===== config.mk =====
export PLATFORM = sky130hd
export DESIGN_NAME = signed_integer_divider_core_flat
export DESIGN_NICKNAME = d
export VERILOG_FILES = /design/src/rtl/sid_pkg.sv /design/src/rtl/sid_if.sv /design/src/rtl/sid_prep.sv /design/src/rtl/sid_step.sv /design/src/rtl/sid_post.sv /design/src/rtl/signed_integer_divider_core.sv /design/src/flat_wrapper.sv
export SDC_FILE = /design/constraint.sdc
export NUM_CORES = 2
export LEC_CHECK = 0
export BUFFER_PORTS_ARGS = -buffer_cell sky130_fd_sc_hd__buf_2
export CAP_MARGIN = 40
export CORE_UTILIZATION = 50
export CTS_CLUSTER_DIAMETER = 30
export DETAILED_ROUTE_END_ITERATION = 8
export PLACE_DENSITY = 0.65
export SETUP_SLACK_MARGIN = 0.4
export SLEW_MARGIN = 0
export SYNTH_ARGS = -nofsm -noshare
export SYNTH_HDL_FRONTEND = slang
export SYNTH_SLANG_ARGS = --single-unit

===== constraint.sdc =====
create_clock -name clk -period 150.9 [get_ports clk]
set_clock_uncertainty 0.05 [all_clocks]
set_input_delay 15.09 -clock clk [delete_from_list [all_inputs] [get_ports clk]]
set_output_delay 15.09 -clock clk [all_outputs]
set_load 0.05 [all_outputs]

===== src/rtl/sid_pkg.sv =====
package sid_pkg;

	// Operand and result word width
	localparam int unsigned WORD_W = 32;

	// Most negative operand, minus one, and the saturated result
	localparam logic [WORD_W-1:0] MIN_NEG  = {1'b1, {(WORD_W-1){1'b0}}};
	localparam logic [WORD_W-1:0] MINUS_1  = {WORD_W{1'b1}};
	localparam logic [WORD_W-1:0] SAT_MAX  = {1'b0, {(WORD_W-1){1'b1}}};

	// Work carried down the division pipe
	typedef struct packed {
		logic [WORD_W-1:0] rem;   // partial remainder, below the divisor unless the divisor is zero
		logic [WORD_W-1:0] num;   // dividend magnitude, next bit at the top
		logic [WORD_W-1:0] dvs;   // divisor magnitude
		logic [WORD_W-1:0] quo;   // quotient bits found so far
		logic              neg;   // result takes a minus sign
		logic              sat;   // result saturates
	} work_t;

endpackage


===== src/rtl/sid_if.sv =====
// Operand channel: one beat carries a dividend and a divisor
interface sid_in_if;
	logic                          valid;
	logic                          ready;
	logic signed [sid_pkg::WORD_W-1:0] numerator;
	logic signed [sid_pkg::WORD_W-1:0] denominator;

	modport source (output valid, output numerator, output denominator, input ready);
	modport sink   (input valid, input numerator, input denominator, output ready);
endinterface

// Result channel: one beat carries a quotient
interface sid_out_if;
	logic                          valid;
	logic                          ready;
	logic signed [sid_pkg::WORD_W-1:0] quotient;

	modport source (output valid, output quotient, input ready);
	modport sink   (input valid, input quotient, output ready);
endinterface


===== src/rtl/sid_prep.sv =====
module sid_prep (
	input  logic                          clk,
	input  logic                          arst_n,
	input  logic                          en,
	input  logic                          valid,
	input  logic [sid_pkg::WORD_W-1:0]    numerator,
	input  logic [sid_pkg::WORD_W-1:0]    denominator,
	output logic                          valid_s1,
	output sid_pkg::work_t                work_s1
);

	sid_pkg::work_t work_d;

	// Take magnitudes, sign and the saturating cases
	always_comb begin
		work_d.rem = '0;
		work_d.quo = '0;
		work_d.num = numerator[sid_pkg::WORD_W-1] ? (~numerator + 1'b1) : numerator;
		work_d.dvs = denominator[sid_pkg::WORD_W-1] ? (~denominator + 1'b1) : denominator;
		work_d.neg = numerator[sid_pkg::WORD_W-1] ^ denominator[sid_pkg::WORD_W-1];
		work_d.sat = (denominator == '0) ||
			((numerator == sid_pkg::MIN_NEG) && (denominator == sid_pkg::MINUS_1));
	end

	// Advance the valid bit
	always_ff @(posedge clk or negedge arst_n) begin
		if (!arst_n) begin
			valid_s1 <= 1'b0;
		end else if (en) begin
			valid_s1 <= valid;
		end
	end

	// Advance the payload
	always_ff @(posedge clk) begin
		if (en) begin
			work_s1 <= work_d;
		end
	end

endmodule


===== src/rtl/sid_step.sv =====
module sid_step (
	input  logic           clk,
	input  logic           arst_n,
	input  logic           en,
	input  logic           valid,
	input  sid_pkg::work_t work,
	output logic           valid_s1,
	output sid_pkg::work_t work_s1
);

	logic [sid_pkg::WORD_W:0]   trial;
	logic [sid_pkg::WORD_W:0]   diff;
	logic                       fits;
	sid_pkg::work_t             work_d;

	// Bring down the next dividend bit and try to subtract the divisor
	always_comb begin
		trial      = {work.rem, work.num[sid_pkg::WORD_W-1]};
		diff       = trial - {1'b0, work.dvs};
		fits       = ~diff[sid_pkg::WORD_W];
		work_d     = work;
		work_d.rem = fits ? diff[sid_pkg::WORD_W-1:0] : trial[sid_pkg::WORD_W-1:0];
		work_d.num = {work.num[sid_pkg::WORD_W-2:0], 1'b0};
		work_d.quo = {work.quo[sid_pkg::WORD_W-2:0], fits};
	end

	// Advance the valid bit
	always_ff @(posedge clk or negedge arst_n) begin
		if (!arst_n) begin
			valid_s1 <= 1'b0;
		end else if (en) begin
			valid_s1 <= valid;
		end
	end

	// Advance the payload
	always_ff @(posedge clk) begin
		if (en) begin
			work_s1 <= work_d;
		end
	end

endmodule


===== src/rtl/sid_post.sv =====
module sid_post (
	input  logic                       clk,
	input  logic                       arst_n,
	input  logic                       en,
	input  logic                       valid,
	input  sid_pkg::work_t             work,
	output logic                       valid_q,
	output logic [sid_pkg::WORD_W-1:0] quotient_q
);

	logic [sid_pkg::WORD_W-1:0] quotient_d;

	// Apply the sign, or saturate
	always_comb begin
		if (work.sat) begin
			quotient_d = sid_pkg::SAT_MAX;
		end else if (work.neg) begin
			quotient_d = ~work.quo + 1'b1;
		end else begin
			quotient_d = work.quo;
		end
	end

	// Hold the result beat until it is taken
	always_ff @(posedge clk or negedge arst_n) begin
		if (!arst_n) begin
			valid_q <= 1'b0;
		end else if (en) begin
			valid_q <= valid;
		end
	end

	always_ff @(posedge clk) begin
		if (en) begin
			quotient_q <= quotient_d;
		end
	end

endmodule


===== src/rtl/signed_integer_divider_core.sv =====
// Signed 32-bit integer divider, quotient truncated toward zero.
//
// Channels: operands (sink) carries numerator and denominator; result
// (source) carries quotient. A beat moves on a clock edge with valid and
// ready both high. A zero denominator, or the most negative numerator over
// minus one, gives 0x7FFFFFFF.
//
// Pipeline: the quotient of an operand beat is formed in one stage for
// magnitudes and sign, one stage for each of the 32 restoring
// shift-and-subtract steps (one quotient bit each), and the output
// register that applies the sign and drives result.
// Throughput: one beat per cycle while result is taken.
//
// Reset (arst_n low) clears every stage's valid bit at once; beats in
// flight are dropped. When the receiver holds ready low with a result
// waiting, the whole pipe freezes and operands.ready falls; nothing is
// lost or repeated.
module signed_integer_divider_core (
	input  logic      clk,
	input  logic      arst_n,
	sid_in_if.sink    operands,
	sid_out_if.source result
);

	localparam int unsigned STEPS = sid_pkg::WORD_W;

	logic           en;
	logic           out_valid_q;
	logic           stage_valid [0:STEPS];
	sid_pkg::work_t stage_work  [0:STEPS];

	// Advance the pipe whenever the output register is free or being emptied
	assign en             = ~out_valid_q | result.ready;
	assign operands.ready = en;

	sid_prep u_prep (
		.clk         (clk),
		.arst_n      (arst_n),
		.en          (en),
		.valid       (operands.valid),
		.numerator   (operands.numerator),
		.denominator (operands.denominator),
		.valid_s1    (stage_valid[0]),
		.work_s1     (stage_work[0])
	);

	// One quotient bit per stage
	for (genvar i = 0; i < STEPS; i++) begin : g_step
		sid_step u_step (
			.clk      (clk),
			.arst_n   (arst_n),
			.en       (en),
			.valid    (stage_valid[i]),
			.work     (stage_work[i]),
			.valid_s1 (stage_valid[i+1]),
			.work_s1  (stage_work[i+1])
		);
	end

	sid_post u_post (
		.clk        (clk),
		.arst_n     (arst_n),
		.en         (en),
		.valid      (stage_valid[STEPS]),
		.work       (stage_work[STEPS]),
		.valid_q    (out_valid_q),
		.quotient_q (result.quotient)
	);

	assign result.valid = out_valid_q;

endmodule

===== src/flat_wrapper.sv =====
// flat-port wrapper written by rule: the top's interface ports become plain ports
module signed_integer_divider_core_flat 
  (clk, arst_n, operands_valid, operands_numerator, operands_denominator, operands_ready, result_valid, result_quotient, result_ready);
  sid_in_if operands_i ();
  sid_out_if result_i ();
  input  logic clk;
  input  logic arst_n;
  input wire logic [$bits(operands_i.valid)-1:0] operands_valid;
  input wire logic [$bits(operands_i.numerator)-1:0] operands_numerator;
  input wire logic [$bits(operands_i.denominator)-1:0] operands_denominator;
  output wire logic [$bits(operands_i.ready)-1:0] operands_ready;
  output wire logic [$bits(result_i.valid)-1:0] result_valid;
  output wire logic [$bits(result_i.quotient)-1:0] result_quotient;
  input wire logic [$bits(result_i.ready)-1:0] result_ready;
  assign operands_i.valid = operands_valid;
  assign operands_i.numerator = operands_numerator;
  assign operands_i.denominator = operands_denominator;
  assign operands_ready = operands_i.ready;
  assign result_valid = result_i.valid;
  assign result_quotient = result_i.quotient;
  assign result_i.ready = result_ready;
  signed_integer_divider_core u_core (.clk(clk), .arst_n(arst_n), .operands(operands_i), .result(result_i));
endmodule

==> results.cfg <==
[timing]
finalHoldViolations = 0
hold_ws_ns = 0.347
worst_slack_ns = 119.72
fmax_ghz = 0.0321
drv_slew = 0
finalCriticalPeriod_ns = 31.18
rsz0062_at_grt = no
fin_crit_sh = 0.207
tns_ns = 0
slew_headroom = 0.199
setup-violations-final = 0
worstMarginPinSlew_ns = 1.20

[critical_path]
worst-path-max-fanout = 64
crit_path_frequent_cell = buf_2
r2r_setup_slack_ns = 145.54
end_kind = output port
cpPeakStageDelay_ns = 0.34
arrival_ns = 16.04
crit_chain = buf_2 > nand2b_4 > buf_16 > buf_2
worstSetupPathType = primary input to output port
slowest_stage = buf_2
rr_startpoint = u_core.u_post.valid_q
worst_setup_path_start_kind = primary input
cp_top_family = buffers and inverters
crit_start = result_ready
worst_r2r_endpoint = u_core.g_step[29].u_step.work_s1[22]
crit_buf_inv = 3
r2r_cells = 8
crit_required_ns = 135.76

[synthesis]
async_flop_share = 0.0106
synth_area_um2 = 161000
synth_cells = 12456
synth-seq-area-share = 0.597
synth-edff-count = 3170
synthTopCellsByArea = edfxtp_1, ha_1, mux2_2
synth_top_area_frac = 0.592
netlist-cell-type-count = 99
syn_avg_cell_area_um2 = 12.9
ys.flop_type = edfxtp_1
yosysWarnings = 0
ys_ff_latch = 3204
yosysTopAreaCell = edfxtp_1

[clock_network]
cts_buffers = 643
clockRootBuffer = clkbuf_16
cts_tree = yes
cts_hold_buffers = 0
clk_latency_ns = 1.03
clock_sinks = 3204
cts_max_level = 6
clk_pin_slew_ns = 0.05
cts.path.max_buffers = 4
post_cts_buffers = 0
cts_resized = 0

[die]
num_rows = 207
die_y_um = 569
initial_core_util = 0.504
coreArea_um2 = 319000
ioPinCount = 102
die_w_um = 569
die-area_um2 = 324000

[final_layout]
drive_gt1_frac = 0.153
nNetsFinal = 14145
syn_to_final_growth_pct = 17.6
fin_util = 0.593
fillCellCount = 24825
mostFrequentLayoutCell = edfxtp_1
final_cell_mix = edfxtp_1, inv_1, ha_1

[grt]
grt_pass1_vias = 101596
antenna_found_initial = 10
grt_pass1_wl_um = 545000
grt_max_degree = 204
grt-ovfl-total = 0
grt.total_usage = 0.210

[route]
drt_iter0_drc = 6747
drc = 0
firstDrtPassIters = 8
via_count = 99225
ant_nets = 0
wirelength_um = 345000
routed_via_density = 5.55
wire_per_inst_um = 19.3

[status]
status = finished, final reports clean

[hold_path]
min_from = u_core.g_step[6].u_step.work_s1[4]
min_path_cells = 0
hp-class = flop to flop
whs_endpoint = u_core.g_step[7].u_step.work_s1[5]

[place]
preCtsSetupSlack_ns = 119.74
hpwl_um = 250000
port_buffers = 101
place_congestion = 0.906

[job]
maxCapViolCount = 0
through the flow:
step,instances,area [um2]
2_1_floorplan,12470,161000
3_3_place_gp,16667,167000
3_5_place_dp,16688,167000
4_1_cts,17871,189000
5_1_grt,17873,189000
6_report,17874,189000
metal layers:
metal / part of all wire / track usage
met5: 0 / 0
met4: 0.038 / 0.0864
met3: 0.041 / 0.0314
met2: 0.50 / 0.367
met1: 0.42 / 0.259
how the worst max path moves through the flow:
| stage | end | slack [ns] | depth (start not counted) |
|---|---|---|---|
| after detailed placement | operands_ready | 119.74 | 4 |
| after CTS | operands_ready | 119.73 | 4 |
| after global routing | operands_ready | 119.69 | 4 |
| after floorplan | operands_ready | 34.74 | 3 |
| final | operands_ready | 119.72 | 4 |
| after global placement | operands_ready | 119.42 | 3 |
logic make-up (layout without fill, tap and decap cells):
family | count (synthesis) | after routing | synth area share
and+or+nand+nor | 2194 | 2194 | 0.0657
adders and majority gates | 1027 | 1027 | 0.0813
DFF | 3204 | 3204 | 0.597
muxes | 838 | 838 | 0.0582
AOI/OAI and AO/OA | 2831 | 2831 | 0.114
buffers and inverters | 1456 | 2574 | 0.0346
other | 1 | 17 | 0.0000233
xor gates and xnor gates | 905 | 905 | 0.0494
area by class of cell:
class / count / area (um2) / area share
flip-flops and latches: 3204 / 96000 / 0.508
multi-input cells: 7810 / 59700 / 0.316
clock buffers: 749 / 16800 / 0.0886
well taps: 4284 / 5360 / 0.0283
clock inverters: 434 / 5240 / 0.0277
inverters: 1195 / 4490 / 0.0237
repair buffers: 196 / 1520 / 0.00804
diodes: 2 / 5.00 / 0.0000265
flip-flops by register name (all words and copies together), names as in the netlist:
| register | cells |
|---|---|
| u_core.g_step.u_step.work_s1 | 3072 |
| u_core.u_prep.work_s1 | 66 |
| u_core.g_step.u_step.valid_s1 | 32 |
| u_core.u_post.quotient_q | 32 |
| u_core.u_post.valid_q | 1 |
| u_core.u_prep.valid_s1 | 1 |
cell usage after synthesis (135+ instances only):
| cell | instances |
|---|---|
| edfxtp_1 | 3170 |
| inv_1 | 1194 |
| ha_1 | 997 |
| a21oi_1 | 815 |
| mux2_2 | 769 |
| nand2_1 | 685 |
| xnor2_1 | 577 |
| o21ai_0 | 565 |
| nor2_1 | 510 |
| a21o_1 | 445 |
| xor2_1 | 326 |
| nand3_1 | 186 |
| clkbuf_1 | 179 |
| o21a_1 | 162 |
| nand2b_1 | 135 |
worst register-to-register path, stage by stage (launching register included):
cell	delay, ns
dfrtp_1	0.40
nand2b_4	0.14
buf_16	0.28
buf_4	0.68
buf_4	0.48
buf_16	0.31
buf_4	0.71
buf_4	0.88
buf_12	0.66
Power is left out: the tool's default activity adds up to more than one toggle a clock period on the data nets, which glitch-free logic cannot reach.
